--- src/design/jsl_pkg.sv ---
// ---------------------------------------------------------------------------
// jsl_pkg
// Types and constants of the statement lexer.
// ---------------------------------------------------------------------------
`default_nettype none

package jsl_pkg;

  localparam int JSL_COUNT_WIDTH = 16;
  localparam int JSL_OUT_WIDTH   = 16;
  localparam int JSL_QUEUE_DEPTH = 4;

  // byte classes produced by the front end
  typedef enum logic [2:0] {
    CLS_SEP,
    CLS_NAME,
    CLS_BLANK,
    CLS_PLUS,
    CLS_EQ,
    CLS_HASH,
    CLS_OTHER
  } cls_t;

  typedef enum logic [3:0] {
    PH_START,
    PH_OPER,
    PH_AFTER_OPER,
    PH_NEED_OPER,
    PH_NEED_LABEL,
    PH_LABEL,
    PH_AFTER_LABEL,
    PH_COMMENT,
    PH_ERROR
  } phase_t;

  typedef enum logic [2:0] {
    ROLE_BLANK,
    ROLE_OPERAND,
    ROLE_LABEL,
    ROLE_OPER,
    ROLE_COMMENT,
    ROLE_SEP
  } role_t;

  typedef enum logic [2:0] {
    ST_BLANK,
    ST_OK,
    ST_NAME,
    ST_LABEL,
    ST_CHAR
  } status_t;

  typedef struct packed {
    cls_t cls;
    logic last;
  } item_t;

  typedef struct packed {
    logic [JSL_OUT_WIDTH-1:0] errors;
    logic [JSL_OUT_WIDTH-1:0] index;
    logic                     label_present;
    logic [JSL_OUT_WIDTH-1:0] operands;
    status_t                  status;
    logic                     token_start;
    role_t                    role;
  } result_t;

endpackage

`default_nettype wire

--- src/design/jsl_front.sv ---
// ---------------------------------------------------------------------------
// jsl_front
// Byte intake: classifies each byte and pushes it to the queue.
// ---------------------------------------------------------------------------
`default_nettype none

module jsl_front (
  input  wire logic         s_tvalid,
  output logic              s_tready,
  input  wire logic [7:0]   s_tdata,
  input  wire logic         s_tlast,
  input  wire logic         separator_mode,
  input  wire logic         q_full,
  output logic              push,
  output jsl_pkg::item_t    item
);
  import jsl_pkg::*;

  logic is_name;
  logic is_sep;

  always_comb begin
    is_name = (s_tdata >= 8'h61 && s_tdata <= 8'h7a) ||
              (s_tdata >= 8'h41 && s_tdata <= 8'h5a) ||
              (s_tdata >= 8'h30 && s_tdata <= 8'h39) ||
              s_tdata == 8'h5f || s_tdata == 8'h2d;
    is_sep  = separator_mode ? (s_tdata == 8'h2c || s_tdata == 8'h3b)
                             : (s_tdata == 8'h0a);
  end

  always_comb begin
    priority if (is_sep) begin
      item.cls = CLS_SEP;
    end else if (is_name) begin
      item.cls = CLS_NAME;
    end else if (s_tdata == 8'h20 || s_tdata == 8'h09 || s_tdata == 8'h0d) begin
      item.cls = CLS_BLANK;
    end else if (s_tdata == 8'h2b) begin
      item.cls = CLS_PLUS;
    end else if (s_tdata == 8'h3d) begin
      item.cls = CLS_EQ;
    end else if (s_tdata == 8'h23) begin
      item.cls = CLS_HASH;
    end else begin
      item.cls = CLS_OTHER;
    end
    item.last = s_tlast;
  end

  assign s_tready = !q_full;
  assign push     = s_tvalid && !q_full;

endmodule

`default_nettype wire

--- src/design/jsl_queue.sv ---
// ---------------------------------------------------------------------------
// jsl_queue
// Small FIFO of classified bytes between front and back.
// ---------------------------------------------------------------------------
`default_nettype none

module jsl_queue (
  input  wire logic           clk,
  input  wire logic           rst,
  input  wire logic           push,
  input  wire jsl_pkg::item_t push_item,
  input  wire logic           pop,
  output jsl_pkg::item_t      head,
  output logic                full,
  output logic                empty
);
  import jsl_pkg::*;

  localparam int AW = $clog2(JSL_QUEUE_DEPTH);

  item_t          slots [JSL_QUEUE_DEPTH];
  logic [AW:0]    wr_ptr;
  logic [AW:0]    rd_ptr;
  logic [AW:0]    fill;

  assign fill  = wr_ptr - rd_ptr;
  assign full  = (fill == (AW+1)'(JSL_QUEUE_DEPTH));
  assign empty = (fill == '0);
  assign head  = slots[rd_ptr[AW-1:0]];

  always_ff @(posedge clk) begin
    if (push) begin
      slots[wr_ptr[AW-1:0]] <= push_item;
    end
  end

  always_ff @(posedge clk) begin
    if (rst) begin
      wr_ptr <= '0;
      rd_ptr <= '0;
    end else begin
      if (push) begin
        wr_ptr <= wr_ptr + 1'b1;
      end
      if (pop) begin
        rd_ptr <= rd_ptr + 1'b1;
      end
    end
  end

endmodule

`default_nettype wire

--- src/design/jsl_back.sv ---
// ---------------------------------------------------------------------------
// jsl_back
// Statement parser: phase machine, tallies and the result register.
// ---------------------------------------------------------------------------
`default_nettype none

module jsl_back #(
  parameter int COUNT_WIDTH = jsl_pkg::JSL_COUNT_WIDTH
) (
  input  wire logic           clk,
  input  wire logic           rst,
  input  wire jsl_pkg::item_t head,
  input  wire logic           empty,
  output logic                pop,
  output logic                m_tvalid,
  input  wire logic           m_tready,
  output logic                m_tlast,
  output jsl_pkg::result_t    result
);
  import jsl_pkg::*;

  phase_t                 phase, phase_next, phase_adv, ph_eff;
  logic [COUNT_WIDTH-1:0] tally, tally_next, tally_adv;
  logic                   label, label_next, label_adv;
  status_t                perr, perr_next, perr_adv;
  logic [COUNT_WIDTH-1:0] stmt_cnt, stmt_cnt_next;
  logic [COUNT_WIDTH-1:0] err_cnt, err_cnt_next, err_cnt_inc;
  role_t                  role;
  logic                   tok_start;
  logic                   resolved;
  logic                   fallback;
  logic                   done;
  status_t                status;
  result_t                res_next;

  function automatic logic [COUNT_WIDTH-1:0] sat_inc(input logic [COUNT_WIDTH-1:0] v);
    return (v == '1) ? v : v + 1'b1;
  endfunction

  assign pop = !empty && (!m_tvalid || m_tready);

  // advance over one byte: role, token start and phase after the byte
  always_comb begin
    phase_adv = phase;
    tally_adv = tally;
    label_adv = label;
    perr_adv  = perr;
    role      = ROLE_BLANK;
    tok_start = 1'b0;
    ph_eff    = phase;
    resolved  = 1'b0;
    fallback  = 1'b0;
    if (head.cls == CLS_SEP) begin
      role = ROLE_SEP;
    end else if (phase == PH_COMMENT || phase == PH_ERROR) begin
      role = ROLE_COMMENT;
    end else begin
      if (phase == PH_OPER || phase == PH_LABEL) begin
        if (head.cls == CLS_NAME) begin
          role     = (phase == PH_OPER) ? ROLE_OPERAND : ROLE_LABEL;
          resolved = 1'b1;
        end else begin
          ph_eff = (phase == PH_OPER) ? PH_AFTER_OPER : PH_AFTER_LABEL;
          if (head.cls == CLS_BLANK) begin
            phase_adv = ph_eff;
            resolved  = 1'b1;
          end
        end
      end
      if (!resolved && head.cls != CLS_BLANK) begin
        unique case (ph_eff)
          PH_START, PH_NEED_OPER: begin
            if (head.cls == CLS_NAME) begin
              tok_start = 1'b1;
              tally_adv = sat_inc(tally);
              phase_adv = PH_OPER;
              role      = ROLE_OPERAND;
            end else if (head.cls == CLS_HASH && ph_eff == PH_START) begin
              phase_adv = PH_COMMENT;
              role      = ROLE_COMMENT;
            end else begin
              phase_adv = PH_ERROR;
              perr_adv  = ST_NAME;
              role      = ROLE_COMMENT;
            end
          end
          PH_NEED_LABEL: begin
            if (head.cls == CLS_NAME) begin
              tok_start = 1'b1;
              label_adv = 1'b1;
              phase_adv = PH_LABEL;
              role      = ROLE_LABEL;
            end else begin
              phase_adv = PH_ERROR;
              perr_adv  = ST_LABEL;
              role      = ROLE_COMMENT;
            end
          end
          PH_AFTER_OPER: begin
            if (head.cls == CLS_PLUS) begin
              phase_adv = PH_NEED_OPER;
              role      = ROLE_OPER;
            end else if (head.cls == CLS_EQ) begin
              phase_adv = PH_NEED_LABEL;
              role      = ROLE_OPER;
            end else begin
              fallback = 1'b1;
            end
          end
          default: begin
            fallback = 1'b1;
          end
        endcase
        if (fallback) begin
          role = ROLE_COMMENT;
          if (head.cls == CLS_HASH) begin
            phase_adv = PH_COMMENT;
          end else begin
            phase_adv = PH_ERROR;
            perr_adv  = ST_CHAR;
          end
        end
      end
    end
  end

  // statement end: status, result and next state
  always_comb begin
    done = (head.cls == CLS_SEP) || head.last;
    unique case (phase_adv)
      PH_START:      status = ST_BLANK;
      PH_NEED_OPER:  status = ST_NAME;
      PH_NEED_LABEL: status = ST_LABEL;
      PH_COMMENT:    status = (tally_adv != '0) ? ST_OK : ST_BLANK;
      PH_ERROR:      status = perr_adv;
      default:       status = ST_OK;
    endcase
    err_cnt_inc = (status == ST_NAME || status == ST_LABEL || status == ST_CHAR)
                  ? sat_inc(err_cnt) : err_cnt;

    res_next             = '0;
    res_next.role        = role;
    res_next.token_start = tok_start;
    if (done) begin
      res_next.status        = status;
      res_next.operands      = JSL_OUT_WIDTH'(tally_adv);
      res_next.label_present = (status == ST_OK) ? label_adv : 1'b0;
      res_next.index         = JSL_OUT_WIDTH'(stmt_cnt);
      res_next.errors        = JSL_OUT_WIDTH'(err_cnt_inc);
    end

    if (done) begin
      phase_next    = PH_START;
      tally_next    = '0;
      label_next    = 1'b0;
      perr_next     = ST_BLANK;
      stmt_cnt_next = head.last ? COUNT_WIDTH'(1) : sat_inc(stmt_cnt);
      err_cnt_next  = head.last ? '0 : err_cnt_inc;
    end else begin
      phase_next    = phase_adv;
      tally_next    = tally_adv;
      label_next    = label_adv;
      perr_next     = perr_adv;
      stmt_cnt_next = stmt_cnt;
      err_cnt_next  = err_cnt;
    end
  end

  always_ff @(posedge clk) begin
    if (rst) begin
      phase    <= PH_START;
      tally    <= '0;
      label    <= 1'b0;
      perr     <= ST_BLANK;
      stmt_cnt <= COUNT_WIDTH'(1);
      err_cnt  <= '0;
      m_tvalid <= 1'b0;
    end else begin
      if (pop) begin
        phase    <= phase_next;
        tally    <= tally_next;
        label    <= label_next;
        perr     <= perr_next;
        stmt_cnt <= stmt_cnt_next;
        err_cnt  <= err_cnt_next;
        m_tvalid <= 1'b1;
      end else if (m_tready) begin
        m_tvalid <= 1'b0;
      end
    end
  end

  always_ff @(posedge clk) begin
    if (pop) begin
      result  <= res_next;
      m_tlast <= done;
    end
  end

endmodule

`default_nettype wire

--- src/design/join_statement_lexer.sv ---
// ---------------------------------------------------------------------------
// join_statement_lexer
// Streaming checker for "name + name ... [= label] [# comment]" statements.
// ---------------------------------------------------------------------------
// Usage:
//   Input stream (s_*): one text byte per transaction in s_tdata[7:0];
//   s_tlast flags the final byte of a text and closes any open statement.
//   Output stream (m_*): one result per input byte, in order. m_tlast is
//   high when a statement ends at that byte; the status, operand count,
//   label flag, statement number and error count are then valid, else 0.
//   Config channel (cfg_*): separator mode, 0 = newline, 1 = ',' or ';'.
//   Always ready; write only while the block is drained. Applies from the
//   next accepted byte.
// Timing: an accepted byte is written into the queue, then parsed from the
//   queue head into the result register. Sustained rate is one byte per
//   cycle while the output is not stalled, set by the phase update in the back end.
// Stall: the front end keeps accepting into a 4-entry queue while the
//   result register waits; s_tready drops only when that queue is full.
// Reset (rst, synchronous): queue emptied, output invalid, phase at start
//   of statement, statement number 1, error count 0, mode 0.
// ---------------------------------------------------------------------------
`default_nettype none

module join_statement_lexer #(
  parameter int COUNT_WIDTH = jsl_pkg::JSL_COUNT_WIDTH
) (
  input  wire logic        clk,
  input  wire logic        rst,
  // s_tdata: [7:0] char_in
  input  wire logic        s_tvalid,
  output logic             s_tready,
  input  wire logic [7:0]  s_tdata,
  input  wire logic        s_tlast,   // last_char
  // m_tdata: [2:0] char_role, [3] token_start, [6:4] statement_status,
  //   [22:7] operands_seen, [23] label_present, [39:24] statement_index,
  //   [55:40] errors_total
  output logic             m_tvalid,
  input  wire logic        m_tready,
  output logic [55:0]      m_tdata,
  output logic             m_tlast,   // statement_done
  // configuration: separator_mode
  input  wire logic        cfg_valid,
  output logic             cfg_ready,
  input  wire logic [0:0]  cfg_data
);
  import jsl_pkg::*;

  logic    separator_mode;
  logic    push;
  logic    pop;
  logic    q_full;
  logic    q_empty;
  item_t   push_item;
  item_t   head;
  result_t result;

  assign cfg_ready = 1'b1;

  always_ff @(posedge clk) begin
    if (rst) begin
      separator_mode <= 1'b0;
    end else if (cfg_valid) begin
      separator_mode <= cfg_data[0];
    end
  end

  // front: classify and enqueue
  jsl_front u_front (
    .s_tvalid       (s_tvalid),
    .s_tready       (s_tready),
    .s_tdata        (s_tdata),
    .s_tlast        (s_tlast),
    .separator_mode (separator_mode),
    .q_full         (q_full),
    .push           (push),
    .item           (push_item)
  );

  jsl_queue u_queue (
    .clk       (clk),
    .rst       (rst),
    .push      (push),
    .push_item (push_item),
    .pop       (pop),
    .head      (head),
    .full      (q_full),
    .empty     (q_empty)
  );

  // back: parse and register the result
  jsl_back #(
    .COUNT_WIDTH (COUNT_WIDTH)
  ) u_back (
    .clk      (clk),
    .rst      (rst),
    .head     (head),
    .empty    (q_empty),
    .pop      (pop),
    .m_tvalid (m_tvalid),
    .m_tready (m_tready),
    .m_tlast  (m_tlast),
    .result   (result)
  );

  assign m_tdata = {result.errors, result.index, result.label_present,
                    result.operands, result.status, result.token_start,
                    result.role};

endmodule

`default_nettype wire

--- config.mk ---
export PLATFORM = sky130hd
export DESIGN_NAME = join_statement_lexer
export DESIGN_NICKNAME = d
export VERILOG_FILES = /design/src/design/jsl_pkg.sv /design/src/design/jsl_front.sv /design/src/design/jsl_queue.sv /design/src/design/jsl_back.sv /design/src/design/join_statement_lexer.sv
export SDC_FILE = /design/constraint.sdc
export NUM_CORES = 1
export LEC_CHECK = 0
export BUFFER_PORTS_ARGS = -buffer_cell sky130_fd_sc_hd__clkbuf_2
export CORE_ASPECT_RATIO = 0.6
export CORE_UTILIZATION = 55
export DETAILED_ROUTE_END_ITERATION = 16
export HOLD_SLACK_MARGIN = 0.15
export PLACE_DENSITY = 0.75
export SYNTH_ARGS = -nofsm -noshare
export SYNTH_HDL_FRONTEND = slang
export SYNTH_SLANG_ARGS = --single-unit
export TNS_END_PERCENT = 100
--- constraint.sdc ---
create_clock -name clk -period 10.1 [get_ports clk]
set_input_delay 0.505 -clock clk [delete_from_list [all_inputs] [get_ports clk]]
set_output_delay 0.505 -clock clk [all_outputs]
set_load 0.02 [all_outputs]
* Yosys cells after proc, flatten, opt, wreduce, memory -nomap -nowiden *
Memories as Yosys holds them, arrays and structs flattened. A register that Yosys moved wholly into a read port is not among the register bits.
Index checks and enable logic that the tools add are counted.

word-level totals
  output and inout bits = 60
  input port bits = 15
  memories = 1
  bits in writable memories = 16
  bits in registers = 121

operators by class
  order comparisons = 6
  reductions and logical operators = 37
  add/subtract/negate cells = 6
  multiplexer cells = 86
  equality and inequality tests = 37
  bitwise operators = 2

memories
  name           words  width  read ports  clocked after memory_dff  write ports  RTL line         source
  u_queue.slots  4      4      1           1                         1            jsl_queue.sv:21  item_t slots [JSL_QUEUE_DEPTH];

operator list
  kind                                                               number
  2-to-1 mux 16 bit                                                  12
  2-to-1 mux 4 bit                                                   18
  2-to-1 mux 3 bit                                                   23
  == test 8 x 6 -> 1 bit, second input constant                      7
  adder 16 x 1 -> 16 bit, second input constant                      3
  == test 16 bit, second input constant                              3
  == test 8 x 4 -> 1 bit, second input constant                      3
  2-to-1 mux 1 bit                                                   24
  == test 4 x 3 -> 1 bit, second input constant                      5
  greater-or-equal comparator 8 x 7 -> 1 bit, second input constant  2
  <= comparator 8 x 7 -> 1 bit, second input constant                2
  nonzero test 16 bit                                                1
  one-hot mux 3 bit (5 select lines)                                 1
  logical OR 1 bit                                                   13
  == test 3 x 2 -> 1 bit, second input constant                      4
  == test 3 bit, second input constant                               4
  == test 4 x 2 -> 1 bit, second input constant                      3
  one-hot mux 4 bit (3 select lines)                                 1
  one-hot mux 3 bit (3 select lines)                                 1
  == test 4 bit, second input constant                               2
  == test 8 x 7 -> 1 bit, second input constant                      1
  greater-or-equal comparator 8 x 6 -> 1 bit, second input constant  1
  <= comparator 8 x 6 -> 1 bit, second input constant                1
  logical NOT 4 bit                                                  2
  19 further kinds                                                   37

* Logic depth before layout (Yosys ltp) *
Gate-level depths: netlist of run 1.

  word-level depth = 23
  gate-level depth with buffers = 14
  depth with buffers taken out = 12

* Modules after synthesis *
Synthesis of run 1 repeated with hierarchy kept, for this count alone.

unflattened totals
  cell total of the unflattened synthesis = 823
  area, all modules = 7,614.8 um^2

modules (own cells, without submodules)
  module                times used  cells an instance  area an instance (um^2)
  jsl_back              1           718                6,324.8
  jsl_queue             1           62                 992.2
  jsl_front             1           38                 252.7
  join_statement_lexer  1           5                  45.0

* Least setup slack after synthesis of run 1 *
OpenSTA, ideal clock, no wires.

  kind = register -> register
  start point = register u_queue.wr_ptr[0]
  end point = register u_back.tally[8]
  period minus slack after synthesis = 3.624 ns
  cell stages (with the launch flop) = 11
  arrival = 3.497 ns
  buffers on the path = 1
  data required time = 9.972 ns
  path slack = 6.476 ns
  cell sequence = dfxtp_1 > inv_1 > ha_1 > nor2b_1 > xnor2_1 > o21ai_0 > inv_1 > clkbuf_1 > o21ai_0 > a21oi_1 > nor2_1

between the ends
  cells in the longest elaborated chain, start to end = 4

RTL lines
  element                 RTL line                    source
  from (decl)             jsl_queue.sv:22             logic [AW:0] wr_ptr;
  from (signal assigned)  jsl_queue.sv:43             wr_ptr <= wr_ptr + 1'b1;
  subtractor 3 bit        jsl_queue.sv:26             assign fill = wr_ptr - rd_ptr;
  logical NOT 3 bit       jsl_queue.sv:28             assign empty = (fill == '0);
  logical NOT 1 bit       jsl_back.sv:40              assign pop = !empty && (!m_tvalid || m_tready);
  logical AND 1 bit       jsl_back.sv:40
  net pop                 join_statement_lexer.sv:50  logic pop;
  to (signal assigned)    jsl_back.sv:181             tally <= tally_next;
  to (decl)               jsl_back.sv:23              logic [COUNT_WIDTH-1:0] tally, tally_next, tally_adv;

The timed path passes the listed nets, and every way through them passes these cells.
A chain may end at the register's enable or synchronous reset.

==> results of run 1 <==
[stage by stage]
stage | hold slack (ns) | cell area (um2) | total power (W)
after global placement | 0.4768 | 7955 | 0.002098
after global routing | 0.3013 | 8542 | 0.002929
after floorplan | 0.4622 | 7553 | 0.001771
after CTS | 0.2906 | 8542 | 0.002759
final | 0.2950 | 8542 | 0.002773
after detailed placement | 0.4875 | 7955 | 0.002130
[synthesized netlist by cell type (all sizes together) (3+ instances only)]
| library cell | count |
|---|---|
| or4 | 7 |
| a211oi | 6 |
| a221o | 3 |
| nand3b | 3 |
| nand4 | 16 |
| buf | 11 |
| mux2 | 3 |
| nand2 | 79 |
| xor2 | 15 |
| nor3 | 22 |
| a31oi | 12 |
| a22oi | 11 |
| o22ai | 5 |
| xnor2 | 19 |
| nor4 | 10 |
| nor3b | 8 |
| or2 | 5 |
| mux4 | 3 |
| nand2b | 7 |
| nand3 | 27 |
| edfxtp | 73 |
| inv | 18 |
| mux2i | 4 |
| and2 | 25 |
| clkbuf | 40 |
| and3 | 18 |
| nor2 | 87 |
| nor4b | 8 |
| a21boi | 3 |
| and4 | 4 |
| o21a | 6 |
| nor2b | 3 |
| o211ai | 9 |
| or3 | 23 |
| o31ai | 7 |
| dfxtp | 66 |
| a21oi | 64 |
| o21ai | 45 |
| ha | 10 |
[cell families after synthesis]
kind of cell	share of synthesized area, %
mux	1.872
xor+xnor	3.942
simple gates	25.01
fa+ha+maj	1.656
compound gates	17.18
other cells	0.04965
flops	46.51
buf+inv	3.777
[flip-flops by register name (all words and copies together) (netlist names), named ones only]
| name | cells |
|---|---|
| u_queue.rd_ptr | 3 |
| u_back.perr | 3 |
| u_back.stmt_cnt | 16 |
| u_back.result | 56 |
| u_back.label | 1 |
| u_back.m_tlast | 1 |
| u_back.tally | 16 |
| u_queue.slots | 16 |
| u_back.phase | 4 |
| u_back.err_cnt | 16 |
| u_back.m_tvalid | 1 |
| separator_mode | 1 |
| u_queue.wr_ptr | 3 |
[routing by layer]
layer / routed length [um] / vias up
met5: 10 / -
met4: 318 / 2
met3: 1646 / 34
met2: 8420 / 355
met1: 9295 / 3183
li1: - / 3149
[layout by cell type (no fill, tap or decap), types with 18 or more instances in the layout]
| master | Yosys | routed |
|---|---|---|
| a21oi_1 | 63 | 62 |
| and2_1 | 25 | 25 |
| and3_1 | 18 | 18 |
| clkbuf_2 | 0 | 73 |
| dfxtp_1 | 66 | 66 |
| edfxtp_1 | 73 | 73 |
| nand2_1 | 79 | 79 |
| nand3_1 | 27 | 27 |
| nor2_1 | 87 | 87 |
| nor3_1 | 20 | 20 |
| o21ai_0 | 40 | 39 |
| or3_1 | 22 | 22 |
| xnor2_1 | 19 | 19 |
[final timing paths]
| kind | start | endpoint | slack (ns) | cells past startpoint |
|---|---|---|---|---|
| max | register | u_back.stmt_cnt[11] | 5.25 | 10 |
| min | s_tlast | u_queue.slots[2][0] | 0.30 | 1 |
| min reg2reg | u_back.m_tvalid | u_back.m_tvalid | 0.50 | 2 |
| max reg2reg | register | u_back.stmt_cnt[11] | 5.25 | 10 |
[worst max-delay path, cell delays in order (launching register included)]
cell and delay (ns):
dfxtp_1 0.49, mux4_2 0.78, nor2_1 0.34, a21oi_4 0.08, buf_4 0.29, inv_1 0.80
nand2_1 0.40, nor2_1 0.52, nand4_1 0.44, or3_1 0.44, a21oi_1 0.16
[final cells by class]
cell class / instances / share of cell area [%]
Clock buffer: 17 / 4.980
Clock inverter: 15 / 1.890
Inverter: 18 / 0.7910
Multi-Input combinational cell: 614 / 44.09
Sequential cell: 139 / 41.13
Tap cell: 170 / 2.490
Timing Repair Buffer: 77 / 4.629
[power breakdown]
| group | switching [W] | internal, W |
|---|---|---|
| logic | 0.000910 | 0.000332 |
| clock network | 0.000261 | 0.000367 |
| registers | 0.0000856 | 0.000817 |
==> flow_summary.toml, run 1 <==
[yosys]
synth_ff_type = "edfxtp_1"
synth_cells = 822
synth_fp_nets = 847
synthTopCellsByArea = "edfxtp_1 (29%), dfxtp_1 (17%), nor2_1 (4.3%), a21oi_1 (4.2%), nand2_1 (3.9%)"
ys_ff_latch = 139
synth_area_um2 = 7553
yosysSeqAreaShare_pct = 46.51
yosys_warnings = 0
synthDistinctLibCells = 83
syn_area_per_cell_um2 = 9.189
async_reset_ff_share_pct = 0
synth_edf_count = 73
synth_top_area_share_pct = 29.02
synth_top_area_cell = "edfxtp_1"

[global_routing]
grt_use_met3_pct = 6.926
antenna_found_initial = 1
use_met1_pct = 40.92
grt_max_degree = 72
grt_pass1_wl_um = 31750
grt.total_usage_pct = 28.60
grt_pass1_vias = 6250
gr-usage-met2_pct = 42.20
globalRoute.busiestLayer = "met2"
globalRoute.totalOverflow = 0

[finish]
fillers = 1083
final_cells = 1050
drive_above_1_share_pct = 15.68
postLayoutCoreUtil_pct = 65.04
multi_input_area_um2 = 3766
n_antenna_cell = 0
nets = 892
area_growth_syn_to_layout_pct = 13.09
seq_area_um2 = 3513

[clock_tree]
cts_buffer_depth = 2
clock_latency_ns = 0.42
cts_tree = "done"
htree_num_levels = 4
postCtsSetupBuffers = 0
cts_resized = 0
numCtsBuffers = 17
path_clk_slew_ns = 0.06
cts-root-buf = "clkbuf_16"
postCtsHoldBufs = 0
clkSinkCount = 139

[pwr]
peakVddDrop_uv = 228.6
power_density_nw_per_um2 = 324.6
leakage_nw = 3.048

[worst_setup_path]
cp-start-kind = "register"
worstPathArrival_ns = 5.20
crit_path_end_kind = "register"
crit_fanout = 37
critPathRequiredTime_ns = 10.44
path_class = "register to register"

[routing]
drtIter0Drc = 654
wl_per_cell_um = 18.75
ant_nets = 0
via_per_inst = 6.403
drtPass1Iterations = 5
drc = 0
drt-total-wl_um = 19690
route.vias.total = 6723

[place]
dp_hpwl_um = 13320
post-place-cells = 1018
gp_congestion = 0.9443
dp_slack_ns = 5.337
port_buffers = 73

[outcome]
outcome = "completed"

[timing]
setup_tns_ns = 0
rsz0062_at_grt = "false"
relSlewSlack_pct = 25.00
min_period_over_period_pct = 48.03
worst_slack_ns = 5.249
clock_skew_ns = 0.008725
drv_slew = 0
hold_viol = 0
max_freq_mhz = 206.1
setup_viol = 0
worst_pin_slew_ns = 1.121
period_minus_slack_ns = 4.851

[die]
die_area_um2 = 14220
chipHeight_um = 92.78
fp.dieW_um = 153.3
io_pins = 75
coreArea_um2 = 13130
start_util_pct = 57.52
num_rows = 32

[worst_hold_path]
min_path_type = "input pin to register"

[flow_run]
max-cap-violations = 0
Note: power is estimated with default switching activity, not from simulation.
==> inputs of run 2 (changes only) <==
- ABC_AREA: not set -> 1
- CORE_UTILIZATION: 55 -> 54
- PLACE_DENSITY: 0.75 -> 0.77
- clock period: 10.1 -> 4.25 ns (I/O delays scaled with it)
==> run 2 against run 1 <==
Compared with the run above: area after synthesis fell by 0.58%; sequential cell count did not move; non-clock buffer count rose by 8; hold slack got worse by 0.050 ns; clock skew rose by 0.0010 ns.
==> flow_summary.toml, run 2 <==
[routing]
drtPass1Iterations = 8
wl_per_cell_um = 14.55
ant_nets = 0
via_per_inst = 5.427
drc = 0
drt-total-wl_um = 17830
drtIter0Drc = 617
route.vias.total = 6654

[outcome]
outcome = "completed"

[clock_tree]
htree_num_levels = 4
cts_buffer_depth = 2
cts_tree = "done"
numCtsBuffers = 17
postCtsSetupBuffers = 0
cts-root-buf = "clkbuf_16"
path_clk_slew_ns = 0.06
clkSinkCount = 139
clock_latency_ns = 0.41

[yosys]
yosys_warnings = 0
synth_compound_area_share_pct = 10.08
synthDistinctLibCells = 50
synth_edf_count = 73
muxShareOfSynthArea_pct = 0.1500
synth_top_area_share_pct = 29.19
synth_top_family_by_area = "simple AND/OR/NAND/NOR gates"
yosysSeqAreaShare_pct = 46.78
synth-adder-area-share_pct = 1.666
synth-simple-area-share_pct = 31.27
synthXorXnorAreaFrac_pct = 2.083
synth_fp_nets = 991
syn_area_per_cell_um2 = 7.774
async_reset_ff_share_pct = 0
synth_ff_type = "edfxtp_1"
synth_top_area_cell = "edfxtp_1"
yosysMostFrequentCell = "nand2_1"
synth_cells = 966
ys_ff_latch = 139
synthTopCellsByArea = "edfxtp_1 (29%), dfxtp_1 (18%), nand2_1 (12%), nand3_1 (5.7%), nor2_1 (5.6%)"
synth_top_cells_by_count = "nand2_1 (248), nor2_1 (112), inv_1 (111)"
synth_area_um2 = 7510

[die]
fp.dieW_um = 154.2
coreArea_um2 = 13210
chipHeight_um = 93.35
start_util_pct = 56.84
io_pins = 75
num_rows = 32
die_area_um2 = 14400

[worst_setup_path]
worstPathArrival_ns = 4.04
cp-start-kind = "register"
crit_fanout = 16
path_class = "register to register"
crit_path_end_kind = "register"
critPathRequiredTime_ns = 4.38

[timing]
hold_viol = 0
setup_tns_ns = 0
rsz0062_at_grt = "false"
relSlewSlack_pct = 55.53
worst_pin_slew_ns = 0.6651
clock_skew_ns = 0.009765
setup_viol = 0
drv_slew = 0
max_freq_mhz = 256.1
min_period_over_period_pct = 91.88
period_minus_slack_ns = 3.905

[flow_run]
max-cap-violations = 0

[place]
port_buffers = 73
dp_hpwl_um = 11930
placed_cell_area_um2 = 8015
gp_congestion = 0.9976

[finish]
drive_above_1_share_pct = 16.29
final_common_cell = "nand2_1"
fin_area_um2 = 8697
largest_register = "u_back.result"
largest_reg_flops = 56
area_growth_syn_to_layout_pct = 15.81
nets = 1068
final_cell_mix = "nand2_1 (248), nor2_1 (112), inv_1 (110), nand3_1 (86)"
n_antenna_cell = 0

[global_routing]
grt_pass1_vias = 6049
grt_max_degree = 53
antenna_found_initial = 0
grt.total_usage_pct = 26.53
globalRoute.totalOverflow = 0
grt_pass1_wl_um = 29840

[pwr]
peakVddDrop_uv = 680.7
power_density_nw_per_um2 = 858.0
total_power_w = 0.007462
leakage_nw = 3.659

[worst_hold_path]
min_from = "s_tvalid"
min_path_type = "input pin to register"
==> run 2: cell types whose count changed after synthesis, moves of 18 or more <==
cell / before / now
nand2_1: 79 / 248
inv_1: 18 / 111
nand3_1: 27 / 86
nor2_1: 87 / 112
and2_1: 25 / 2
clkbuf_1: 40 / 18
or3_1: 22 / 0
o21ai_0: 40 / 20
and3_1: 18 / 0
==> run 2: kinds of logic (layout without fill, tap and decap cells) <==
group / count (synthesis) / count (layout)
simple gates: 527 / 527
buf+inv: 146 / 236
flops: 139 / 139
compound gates: 125 / 125
xor+xnor: 17 / 17
fa+ha+maj: 10 / 10
other cells: 1 / 1
mux: 1 / 1
==> run 2: path summary, 6_finish.rpt <==
check,end,slack [ns],cells past startpoint
max,u_back.result[45],0.35,18
min,u_queue.wr_ptr[1],0.24,3
max reg2reg,u_back.result[45],0.35,18
min reg2reg,u_back.perr[1],0.47,2
==> run 2: power by group <==
| part | internal [W] | total, W | switching (W) |
|---|---|---|---|
| logic | 0.000923 | 0.00373 | 0.00281 |
| clock network | 0.00105 | 0.00161 | 0.000561 |
| registers | 0.00194 | 0.00211 | 0.000178 |
==> run 2: area by class of cell <==
type	instances	area (um2)
well taps	170	212.7
inverters	119	449.2
multi-input cells	681	3402
clock buffers	20	446.7
clock inverters	12	195.2
fillers	1111	4516
flip-flops and latches	139	3513
repair buffers	85	478.0
==> run 2: critical path, stage by stage (launching register included) <==
cell and delay, ns:
dfxtp_1 0.54, inv_4 0.11, nand2_1 0.11, nand3_1 0.09, nand2_2 0.13, nand3_4 0.15, nor2_4 0.19, nand2_2 0.22
nor2_1 0.17, xor2_1 0.27, nand3_1 0.11, nor3_1 0.42, nand3_1 0.14, nand2_1 0.10, inv_1 0.07, nor2_4 0.11
nand3_2 0.33, nand3_1 0.26, a21oi_1 0.10
==> run 2: metrics by stage <==
| step | util, % | cells | worst slack (ns) | hold slack, ns |
|---|---|---|---|---|
| global placement | 60.66 | 1190 | 0.6185 | 0.4091 |
| finish | 65.82 | 1226 | 0.3452 | 0.2448 |
| CTS | 65.82 | 1226 | 0.4619 | 0.2350 |
| global route | 65.82 | 1226 | 0.01742 | 0.2997 |
| detailed placement | 60.66 | 1190 | 0.5305 | 0.4125 |
| floorplan | - | 966 | 1.298 | 0.3066 |
==> run 2: repair_timing <==
| item | CTS | global route |
|---|---|---|
| gates resized for setup | 0 | 0 |
| endpoints found under the setup margin | 0 | 0 |
| hold buffers | 4 | 0 |
| endpoints found under the hold margin | 6 | 0 |
==> run 2: per-layer routing <==
layer	vias to the layer above	track usage [%]	wire length, um
li1	3339	-	-
met2	283	38.22	7204
met1	3013	39.18	8866
met3	19	6.395	1600
met4	0	7.750	162
met5	-	0	0
